===== src/sv/erd_pkg.sv =====
`timescale 1ns / 1ps
`default_nettype none
// ----------------------------------------------------------------------------
// erd_pkg
// shared constants, types and helpers of the escape run-length byte decoder
// ----------------------------------------------------------------------------
package erd_pkg;

   // counter width of the produced byte count
   localparam int CNT_W   = 24;
   localparam int TOT_W   = 24;
   localparam int LIM_W   = 24;
   localparam int CMP_W   = (CNT_W > LIM_W) ? CNT_W : LIM_W;
   localparam int RATIO_W = LIM_W + 10;
   localparam int IDX_W   = 2;

   localparam logic [7:0]         ESC_BYTE  = 8'hfe;
   localparam logic [RATIO_W-1:0] RATIO_MAX = RATIO_W'(1000);
   localparam logic [CNT_W-1:0]   CNT_MAX   = {CNT_W{1'b1}};
   localparam logic [TOT_W-1:0]   TOT_MAX   = {TOT_W{1'b1}};

   // register indexes
   localparam logic [IDX_W-1:0] REG_OUTPUT_LIMIT = 2'd0;
   localparam logic [IDX_W-1:0] REG_INPUT_LENGTH = 2'd1;
   localparam logic [IDX_W-1:0] REG_SKIP_COUNT   = 2'd2;

   // decoder phases
   localparam logic [1:0] PH_LIT = 2'd0;
   localparam logic [1:0] PH_VAL = 2'd1;
   localparam logic [1:0] PH_CNT = 2'd2;

   // final status codes
   localparam logic [1:0] ST_OK        = 2'd0;
   localparam logic [1:0] ST_TRUNC_ESC = 2'd1;
   localparam logic [1:0] ST_SHORT     = 2'd2;
   localparam logic [1:0] ST_RATIO     = 2'd3;

   typedef struct packed {
      logic [LIM_W-1:0] output_limit;
      logic [LIM_W-1:0] input_length;
      logic [7:0]       skip_count;
   } cfg_type;

   typedef struct packed {
      logic       last;
      logic [7:0] data_byte;
   } item_type;

   typedef struct packed {
      logic             run_valid;
      logic [7:0]       run_value;
      logic [7:0]       run_length;
      logic             done_res;
      logic [1:0]       status;
      logic [TOT_W-1:0] produced_total;
   } result_type;

   // produced count as seen on the port, capped at the port width
   function automatic logic [TOT_W-1:0] sat_total(input logic [CNT_W-1:0] count);
      logic [CMP_W-1:0] wide;
      wide = CMP_W'(count);
      if (wide > CMP_W'(TOT_MAX)) begin
         return TOT_MAX;
      end
      return wide[TOT_W-1:0];
   endfunction

endpackage : erd_pkg
`default_nettype wire


===== src/sv/erd_csr.sv =====
`timescale 1ns / 1ps
`default_nettype none
// ----------------------------------------------------------------------------
// erd_csr
// configuration registers: output limit, input length, header skip count
// ----------------------------------------------------------------------------
module erd_csr import erd_pkg::*; (
   input  wire logic             clock,
   input  wire logic             reset,
   input  wire logic             csr_valid,
   output      logic             csr_ready,
   input  wire logic [IDX_W-1:0] csr_index,
   input  wire logic [LIM_W-1:0] csr_data,
   output      cfg_type          cfg
);

   cfg_type cfg_ff;
   cfg_type cfg_in;

   assign csr_ready = 1'b1;
   assign cfg       = cfg_ff;

   always_comb begin
      cfg_in = cfg_ff;
      if (csr_valid) begin
         case (csr_index)
            REG_OUTPUT_LIMIT: cfg_in.output_limit = csr_data;
            REG_INPUT_LENGTH: cfg_in.input_length = csr_data;
            REG_SKIP_COUNT:   cfg_in.skip_count   = csr_data[7:0];
            default:          cfg_in = cfg_ff;
         endcase
      end
   end

   always_ff @(posedge clock) begin
      if (reset) begin
         cfg_ff.output_limit <= '0;
         cfg_ff.input_length <= '0;
         cfg_ff.skip_count   <= 8'd2;
      end else begin
         cfg_ff <= cfg_in;
      end
   end

endmodule : erd_csr
`default_nettype wire


===== src/sv/erd_core.sv =====
`timescale 1ns / 1ps
`default_nettype none
// ----------------------------------------------------------------------------
// erd_core
// stream state and the single-pass decode of one registered item
// ----------------------------------------------------------------------------
module erd_core import erd_pkg::*; (
   input  wire logic       clock,
   input  wire logic       reset,
   input  wire logic       step,
   input  wire item_type   item,
   input  wire cfg_type    cfg,
   output      result_type result
);

   logic [1:0]       phase_ff,   phase_in;
   logic [7:0]       held_ff,    held_in;
   logic [CNT_W-1:0] count_ff,   count_in;
   logic [7:0]       skipped_ff, skipped_in;
   logic             stopped_ff, stopped_in;

   logic               lim_on;
   logic [CMP_W-1:0]   limit_w;
   logic [CMP_W-1:0]   count_w;
   logic [CMP_W-1:0]   rem;
   logic [7:0]         clipped;
   logic [CNT_W:0]     sum;
   logic [RATIO_W-1:0] ratio_prod;
   logic               ratio_fail;
   logic [1:0]         phase_eff;
   logic               stop_eff;
   logic [7:0]         add_n;
   logic               do_add;

   assign lim_on     = (cfg.output_limit != '0);
   assign limit_w    = CMP_W'(cfg.output_limit);
   assign count_w    = CMP_W'(count_ff);
   assign rem        = (count_w < limit_w) ? (limit_w - count_w) : '0;
   assign clipped    = (lim_on && (CMP_W'(item.data_byte) > rem)) ? rem[7:0] : item.data_byte;
   assign ratio_prod = RATIO_W'(cfg.input_length) * RATIO_MAX;
   assign ratio_fail = lim_on && (RATIO_W'(cfg.output_limit) > ratio_prod);
   assign phase_eff  = ((phase_ff == PH_VAL) || (phase_ff == PH_CNT)) ? phase_ff : PH_LIT;
   // limit check happens only at the start of a token
   assign stop_eff   = stopped_ff
                     || ((phase_eff == PH_LIT) && lim_on && (count_w >= limit_w));
   assign sum        = {1'b0, count_ff} + (CNT_W+1)'(add_n);

   always_comb begin
      phase_in   = phase_ff;
      held_in    = held_ff;
      skipped_in = skipped_ff;
      stopped_in = stopped_ff;
      add_n      = '0;
      do_add     = 1'b0;
      result     = '0;

      if (skipped_ff < cfg.skip_count) begin
         skipped_in = skipped_ff + 8'd1;
      end else begin
         phase_in   = phase_eff;
         stopped_in = stop_eff;
         if (!stop_eff) begin
            case (phase_eff)
               PH_VAL: begin
                  held_in  = item.data_byte;
                  phase_in = PH_CNT;
               end
               PH_CNT: begin
                  add_n             = clipped;
                  do_add            = 1'b1;
                  result.run_value  = held_ff;
                  result.run_length = clipped;
                  phase_in          = PH_LIT;
               end
               default: begin
                  if (item.data_byte == ESC_BYTE) begin
                     phase_in = PH_VAL;
                  end else begin
                     add_n             = 8'd1;
                     do_add            = 1'b1;
                     result.run_value  = item.data_byte;
                     result.run_length = 8'd1;
                  end
               end
            endcase
         end
      end

      count_in = count_ff;
      if (do_add) begin
         count_in = sum[CNT_W] ? CNT_MAX : sum[CNT_W-1:0];
      end

      result.run_valid = (result.run_length != 8'd0);
      if (!result.run_valid) begin
         result.run_value = 8'd0;
      end
      result.done_res       = item.last;
      result.produced_total = sat_total(count_in);

      if (item.last) begin
         if (ratio_fail) begin
            result.status = ST_RATIO;
         end else if ((phase_in == PH_VAL) || (phase_in == PH_CNT)) begin
            result.status = ST_TRUNC_ESC;
         end else if (lim_on && (CMP_W'(count_in) != limit_w)) begin
            result.status = ST_SHORT;
         end else begin
            result.status = ST_OK;
         end
         // stream state back to its start values
         phase_in   = PH_LIT;
         held_in    = 8'd0;
         count_in   = '0;
         skipped_in = 8'd0;
         stopped_in = 1'b0;
      end
   end

   always_ff @(posedge clock) begin
      if (reset) begin
         phase_ff   <= PH_LIT;
         held_ff    <= 8'd0;
         count_ff   <= '0;
         skipped_ff <= 8'd0;
         stopped_ff <= 1'b0;
      end else if (step) begin
         phase_ff   <= phase_in;
         held_ff    <= held_in;
         count_ff   <= count_in;
         skipped_ff <= skipped_in;
         stopped_ff <= stopped_in;
      end
   end

endmodule : erd_core
`default_nettype wire


===== src/sv/escape_rle_byte_decoder_top.sv =====
`timescale 1ns / 1ps
`default_nettype none
// ----------------------------------------------------------------------------
// escape_rle_byte_decoder_top
// escape-coded run-length byte decoder, one compressed byte in, one result out
// ----------------------------------------------------------------------------
//  channel  | direction | handshake              | payload
//  ---------+-----------+------------------------+-------------------------------
//  req      | in        | req_tvalid/req_tready  | tdata: data_byte, tlast: last
//  rsp      | out       | rsp_tvalid/rsp_tready  | tdata: value,length,status,total
//           |           |                        | tuser: run_valid, tlast: done
//  csr      | in        | csr_valid/csr_ready    | csr_index, csr_data
//
//  one item per cycle sustained while rsp_tready is high; a taken item is held
//  in the input register, decoded, and its result is then offered from the
//  result register, where it can leave when rsp_tready is high
//  reset is synchronous and active high; no clearing pass, ready right after
//  a stalled result holds while the input register still takes one more item
//  csr_ready is always high; the user must see that registers are written between streams
// ----------------------------------------------------------------------------
module escape_rle_byte_decoder_top import erd_pkg::*; (
   input  wire logic             clock,
   input  wire logic             reset,
   // request stream
   input  wire logic             req_tvalid,
   output      logic             req_tready,
   input  wire logic [7:0]       req_tdata,   // [7:0] data_byte
   input  wire logic             req_tlast,
   // result stream
   output      logic             rsp_tvalid,
   input  wire logic             rsp_tready,
   output      logic [47:0]      rsp_tdata,   // [7:0] run_value, [15:8] run_length,
                                              // [17:16] status, [41:18] produced_total
   output      logic [0:0]       rsp_tuser,   // [0] run_valid
   output      logic             rsp_tlast,   // done_res
   // configuration writes
   input  wire logic             csr_valid,
   output      logic             csr_ready,
   input  wire logic [IDX_W-1:0] csr_index,
   input  wire logic [LIM_W-1:0] csr_data
);

   cfg_type    cfg;
   item_type   item_ff,    item_in;
   logic       in_vld_ff,  in_vld_in;
   result_type res_ff,     res_in;
   result_type res_comb;
   logic       out_vld_ff, out_vld_in;
   logic       advance;
   logic       req_take;

   erd_csr u_csr (
      .clock     (clock),
      .reset     (reset),
      .csr_valid (csr_valid),
      .csr_ready (csr_ready),
      .csr_index (csr_index),
      .csr_data  (csr_data),
      .cfg       (cfg)
   );

   erd_core u_core (
      .clock  (clock),
      .reset  (reset),
      .step   (advance),
      .item   (item_ff),
      .cfg    (cfg),
      .result (res_comb)
   );

   // decode moves on when an item is held and the result register is free or being drained
   assign advance    = in_vld_ff && (!out_vld_ff || rsp_tready);
   assign req_tready = !in_vld_ff || advance;
   assign req_take   = req_tvalid && req_tready;

   always_comb begin
      item_in   = item_ff;
      in_vld_in = in_vld_ff;
      if (req_take) begin
         item_in.data_byte = req_tdata;
         item_in.last      = req_tlast;
         in_vld_in         = 1'b1;
      end else if (advance) begin
         in_vld_in = 1'b0;
      end
   end

   always_comb begin
      res_in     = res_ff;
      out_vld_in = out_vld_ff;
      if (advance) begin
         res_in     = res_comb;
         out_vld_in = 1'b1;
      end else if (rsp_tready) begin
         out_vld_in = 1'b0;
      end
   end

   // payload registers
   always_ff @(posedge clock) begin
      item_ff <= item_in;
      res_ff  <= res_in;
   end

   // valid flags
   always_ff @(posedge clock) begin
      if (reset) begin
         in_vld_ff  <= 1'b0;
         out_vld_ff <= 1'b0;
      end else begin
         in_vld_ff  <= in_vld_in;
         out_vld_ff <= out_vld_in;
      end
   end

   assign rsp_tvalid = out_vld_ff;
   assign rsp_tdata  = {6'd0, res_ff.produced_total, res_ff.status,
                        res_ff.run_length, res_ff.run_value};
   assign rsp_tuser  = res_ff.run_valid;
   assign rsp_tlast  = res_ff.done_res;

endmodule : escape_rle_byte_decoder_top
`default_nettype wire


===== config.mk =====
export PLATFORM = sky130hd
export DESIGN_NAME = escape_rle_byte_decoder_top
export DESIGN_NICKNAME = d
export VERILOG_FILES = /design/src/sv/erd_pkg.sv /design/src/sv/erd_csr.sv /design/src/sv/erd_core.sv /design/src/sv/escape_rle_byte_decoder_top.sv
export SDC_FILE = /design/constraint.sdc
export NUM_CORES = 1
export LEC_CHECK = 0
export BUFFER_PORTS_ARGS = -buffer_cell sky130_fd_sc_hd__buf_2
export CAP_MARGIN = 20
export CORE_MARGIN = 2
export CORE_UTILIZATION = 46
export CTS_BUF_LIST = sky130_fd_sc_hd__clkbuf_8 sky130_fd_sc_hd__clkbuf_16
export CTS_CLUSTER_DIAMETER = 40
export DETAILED_ROUTE_END_ITERATION = 16
export PLACE_DENSITY = 0.74
export SLEW_MARGIN = 20
export SYNTH_ARGS = -nofsm -noshare
export SYNTH_HDL_FRONTEND = slang
export SYNTH_SLANG_ARGS = --single-unit

===== constraint.sdc =====
create_clock -name clock -period 8.25 [get_ports clock]
set_clock_uncertainty 0.05 [all_clocks]
set_input_delay 1.2375 -clock clock [delete_from_list [all_inputs] [get_ports clock]]
set_output_delay 1.2375 -clock clock [all_outputs]
set_load 0.05 [all_outputs]

==> results of run 1 <==
[cell families (layout without fill, tap and decap cells)]
group                    after synthesis  after routing  synth area share, %
XOR/XNOR                              52             52                 3.30
AO/OA/AOI/OAI                        440            440                 21.6
buffers and inverters                150            330                 4.40
multiplexers                          14             14                 1.04
AND/OR/NAND/NOR                      507            507                 17.8
adder cells (fa/ha/maj)              228            228                 25.5
other                                  2             10               0.0545
flip-flops                           154            154                 26.2
[final cells by class]
| cell class | count | share of cell area (%) |
|---|---|---|
| Multi-Input combinational cell | 1248 | 60.7 |
| Sequential cell | 154 | 22.0 |
| Timing Repair Buffer | 215 | 8.67 |
| Tap cell | 390 | 2.97 |
| Clock buffer | 17 | 2.59 |
| Inverter | 83 | 1.90 |
| Clock inverter | 15 | 1.14 |
| Antenna cell | 3 | 0.0457 |
[sequential cells by signal, summed over array words and instances, names as in the netlist]
register and count:
u_csr.cfg 56, rsp_tdata 42, u_core.count_ff 24, item_ff 9, u_core.held_ff 8, u_core.skipped_ff 8, u_core.phase_ff 2, in_vld_ff 1
rsp_tlast 1, rsp_tuser 1, rsp_tvalid 1, u_core.stopped_ff 1
[through the flow]
step / TNS, ns / setup WS, ns / instances / total power [mW]
2_1_floorplan: 0 / 0.0696 / 1552 / 1.33
3_3_place_gp: 0 / 0.134 / 2079 / 1.52
3_5_place_dp: -0.196 / -0.196 / 2079 / 1.53
4_1_cts: 0 / 0.00456 / 2111 / 2.37
5_1_grt: -0.0530 / -0.0530 / 2123 / 2.50
6_report: 0 / 0.225 / 2125 / 2.39
[power breakdown]
group	switching [mW]	leakage [nW]	internal (mW)
sequential	0.0262	1.31	0.807
clock	0.360	0.298	0.483
combinational	0.444	5.80	0.273
[worst paths after layout]
path,start,endpoint,slack (ns),depth (start not counted)
worst max-delay path,u_csr.cfg[32],rsp_tdata[17],0.23,37
worst min-delay path,u_core.held_ff[2],u_core.held_ff[2],0.45,2
worst min register to register,u_core.held_ff[2],u_core.held_ff[2],0.45,2
worst max register to register,u_csr.cfg[32],rsp_tdata[17],0.23,37
[repair_timing]
item,in CTS,in global routing
setup buffers,0,11
hold endpoints to repair,0,0
resized for setup,7,64
pin swaps,2,29
endpoints found under the setup margin,1,2
[layout by cell type (no fill, tap or decap), drive strengths merged, types with 27 or more instances in the layout]
| master | count |
|---|---|
| buf | 215 |
| nand2 | 170 |
| ha | 140 |
| a21oi | 125 |
| nor2 | 123 |
| dfxtp | 101 |
| inv | 91 |
| fa | 88 |
| o21ai | 71 |
| edfxtp | 53 |
| a22oi | 37 |
| nand3 | 37 |
| a21o | 36 |
| nor3 | 31 |
| xor2 | 27 |
[worst register-to-register path, delay by kind of cell, from the launching register on]
kind	cells	cell delay (ns)
multiplexers	1	0.42
AO/OA/AOI/OAI	14	2.51
AND/OR/NAND/NOR	11	2.55
adder cells (fa/ha/maj)	4	1.02
flip-flops	1	0.33
buffers and inverters	7	0.92
[per-layer routing]
layer  vias to the layer above  GRT usage (%)
met5                         -              0
met4                         2           14.9
met3                       129           4.94
met2                       593           48.4
met1                      6351           37.5
li1                       5997              -
==> impl_results.md, run 1 <==
- Antenna violations before repair: 2
- VDD IR max: 0.140 mV
- Final Slew Violations: 0
- Gpl congestion: 1.00
- Core Area: 0.0296 mm²
- WL final: 45.6 mm
- Grt total ovfl: 0
- Post-route clock period utilization: 97.3%
- DP Wirelength: 35.7 mm
- Max_slew headroom: 28.3%
- Worst-skew pair later-pin latency: 0.45 ns
- Synth area leaders: dfxtp_1, fa_1, ha_1, edfxtp_1, nand2_1
- Power per cell area: 146 mW/mm²
- Die Width: 177 µm
- Hold slack: 0.452 ns
- Fmax: 125 MHz
- Met3 WL: 3.46 mm
- Pre-antenna DRT Iters: 6
- # Max-Cap Violations: 0
- Final #Nets: 1987
- Max layer used: met5
- Worst setup SP type: flip-flop
- Critical Path RT: 8.39 ns
- Family with the most delay on the worst path: simple AND/OR/NAND/NOR gates
- Vias per cell: 6.15
- Setup CP Type: reg2reg
- Least-Margin Pin Slew: 1.07 ns
- Ys async rst share: 0%
- WP data arrival: 8.17 ns
- Final core utilization: 55.5%
- Post-route design area: 0.0164 mm²
- Seq/Total Area, Yosys: 26.2%
- TritonCTS buffer count: 17
- ANT nets after route: 0
- Buf/Inv on CP: 7
- Die Ht: 177 µm
- Port buffer count: 85
- YS warnings: 0
- Clk sinks: 154
- Slowest stage cell, crit path: or4_4
- Period minus WS final: 8.02 ns
- Reg clk slew, reported paths: 0.07 ns
- Status: finished clean
- Prevailing post-synth register cell: dfxtp_1
- Max FO, Critical Path: 8
- # fillers: 2672
- HP Class: reg2reg
- Area delta synth->final: 19.1%
- Leak pwr: 7.41 nW
- Gate Count Post-Synth: 1547
- Top cell type's share of synthesized area: 14.7%
- Longest Clk Path Bufs: 2
- Routed wl met2: 21.3 mm
- Register area: 0.00362 mm²
- Critical Path End Type: flip-flop
- Vias in the first global route: 12814
- Most common cell in the netlist: nand2_1
- Largest net degree at the start of global routing: 69
- Rows: 63
- Most frequent cells after synthesis: nand2_1, ha_1, a21oi_1
- Layout cells sized above 1: 19.3%
- Fin. Hold Viols: 0
- Seq cells post-synth: 154
- Die footprint: 0.0314 mm²
- Post-synth EDFFs: 53
- Cell taking the most area after synthesis: dfxtp_1
- First-pass GRT wire length: 71.1 mm
- Initial Utilization: 46.6%
- Top cell by count, worst path: buf_4
- Drt first-iter violations: 1218
- CTS root buf: clkbuf_16
- Synth Area per Inst: 8.91 µm²
- Wire per inst: 21.4 µm
- Mapped Area: 0.0138 mm²
- Total GRT Usage: 29.5%
- I/O pin count: 93
- Max incr delay on CP: 0.52 ns
- DRC Markers: 0
- Placed inst area: 0.0153 mm²
- Htree depth: 4
- CTS tree: built
- WL met1: 18.4 mm
- Multi-input logic area: 0.00996 mm²
- Netlist cell types: 90
- Cts hold-fix bufs: 0
- Final setup viols: 0
- Via count: 13072
Power figures use the tool's default switching activity.
==> run 2, diff against run 1 <==
REMOVE_ABC_BUFFERS = 1   (was default)
==> run 2 against run 1 <==
Against the previous run: flip-flop and latch count stayed put; critical path depth shrank 3; core utilization is 0.76 points lower; combinational power shrank 3.2%.
==> impl_results.md, run 2 (synthesis results as in run 1) <==
- Longest Clk Path Bufs: 2 (unchanged)
- Htree depth: 4 (unchanged)
- Initial Utilization: 46.6% (unchanged)
- DP Wirelength: 34.4 mm (-3.5%)
- CTS tree: built
- # Max-Cap Violations: 0 (unchanged)
- Period minus WS final: 7.96 ns (-0.0624 ns)
- First-pass GRT wire length: 68.1 mm (-4.3%)
- Least-Margin Pin Slew: 1.10 ns (+0.0281 ns)
- CTS root buf: clkbuf_16
- Max_slew headroom: 26.6% (-1.7 points)
- Pre-antenna DRT Iters: 6 (unchanged)
- WP data arrival: 8.12 ns (-0.05 ns)
- Critical Path RT: 8.40 ns (about the same)
- Gpl congestion: 0.982 (-1.8%)
- Post-route clock period utilization: 96.5% (-0.76 points)
- ANT nets after route: 0 (unchanged)
- Power per cell area: 141 mW/mm² (-3.1%)
- WL final: 43.3 mm (-4.9%)
- Slowest stage cell, crit path: or4_4
- Setup CP Type: reg2reg
- Core Area: 0.0296 mm² (unchanged)
- Largest net degree at the start of global routing: 67 (-2.9%)
- VDD IR max: 0.127 mV (-9.5%)
- HP Class: reg2reg
- Area delta synth->final: 17.5%
- Top cell by count, worst path: buf_4
- Grt total ovfl: 0 (unchanged)
- Fin. Hold Viols: 0 (unchanged)
- Critical Path End Type: flip-flop
- Final Non-Filler Cells: 2126 (+0.047%)
- Final Slew Violations: 0 (unchanged)
- Via count: 12693 (-2.9%)
- Buf/Inv on CP: 6 (-1)
- Number of diodes: 0 (-3)
- Port buffer count: 85 (unchanged)
- I/O pin count: 93 (unchanged)
- Clk sinks: 154 (unchanged)
- Worst setup SP type: flip-flop
- Family with the most delay on the worst path: simple AND/OR/NAND/NOR gates
- Max reg flops: 56 (unchanged)
- Wire per inst: 20.4 µm (-4.9%)
- Antenna violations before repair: 0 (-2)
- Hold slack: 0.445 ns (-0.00614 ns)
- Inst Count DP: 2086 (+0.34%)
- Most common cell after layout, fill and taps aside: nand2_1
- Die Width: 177 µm (unchanged)
- Max incr delay on CP: 0.53 ns (about the same)
- Die Ht: 177 µm (unchanged)
- Leak pwr: 7.40 nW (-0.15%)
- Most frequent cells in the layout: nand2_1, buf_4, ha_1
- Status: finished clean
- Layout cells sized above 1: 18.3% (-1.0 points)
- Final #Nets: 1991 (+0.20%)
- Final setup viols: 0 (unchanged)
- Vias in the first global route: 12205 (-4.8%)
- Total GRT Usage: 28.0% (-1.4 points)
- Worst-skew pair later-pin latency: 0.45 ns (about the same)
- Die footprint: 0.0314 mm² (unchanged)
- Fmax: 126 MHz (+0.78%)
- Reg clk slew, reported paths: 0.07 ns (about the same)
- Cts hold-fix bufs: 0 (unchanged)
- TritonCTS buffer count: 17 (unchanged)
- Drt first-iter violations: 1040 (-15%)
- Vias per cell: 5.97 (-2.9%)
- Rows: 63 (unchanged)
- Max FO, Critical Path: 7 (-1)
- DRC Markers: 0 (unchanged)
==> run 2: cell types whose count changed in the layout (fill, tap and decap cells not counted), sizes merged <==
cell / change
buf: +4
bufinv: -3
diode: -3
clkbuf: +2
clkinv: +1
==> run 2: where the power goes <==
part | switching, mW | leakage (nW) | total [mW] | internal (mW)
clock | 0.342 | 0.287 | 0.758 | 0.416
sequential | 0.0274 | 1.31 | 0.835 | 0.807
combinational | 0.428 | 5.81 | 0.694 | 0.266
==> run 2: final timing paths <==
check                                          from            end  slack, ns  cells after the start
worst max register to register  u_core.count_ff[17]  rsp_tdata[17]       0.29                     34
worst min register to register         u_csr.cfg[6]   u_csr.cfg[6]       0.45                      2
worst max-delay path            u_core.count_ff[17]  rsp_tdata[17]       0.29                     34
worst min-delay path                   u_csr.cfg[6]   u_csr.cfg[6]       0.45                      2
==> run 2: repair_timing <==
item                                    CTS  global route
pin swaps                                 0            22
setup buffers                             0             7
gates resized for setup                   6            39
endpoints found under the setup margin    1             1
==> run 2: routing by layer <==
| metal | track usage [%] | up-vias | part of all wire, % |
|---|---|---|---|
| met5 | 0 | - | 0 |
| met1 | 39.1 | 6122 | 45 |
| met4 | 9.99 | 0 | 3.2 |
| met2 | 44.0 | 486 | 45 |
| li1 | - | 6004 | - |
| met3 | 4.27 | 81 | 6.5 |
==> run 2: tightest hold or removal path, stage by stage (launching register included) <==
cell     delay, ns
dfxtp_1       0.33
mux2i_1       0.07
nor2_1        0.07
==> run 2: cell type report <==
class	count	area [µm²]
Multi-Input combinational cell	1248	9790
Inverter	83	312
Tap cell	390	488
Fill cell	2730	13400
Sequential cell	154	3610
Clock inverter	13	76.3
Clock buffer	19	475
Timing Repair Buffer	219	1440
==> run 2: through the flow <==
step	setup TNS [ns]	setup slack, ns	total power [mW]	area (µm²)	util [%]
floorplan	-0.0358	-0.0358	1.31	13500	-
global placement	0	0.0254	1.52	15400	52.0
detailed placement	-0.158	-0.158	1.52	15400	52.0
CTS	0	0.0709	2.28	15900	53.9
global route	-0.0180	-0.0180	2.40	16200	54.8
finish	0	0.288	2.29	16200	54.8
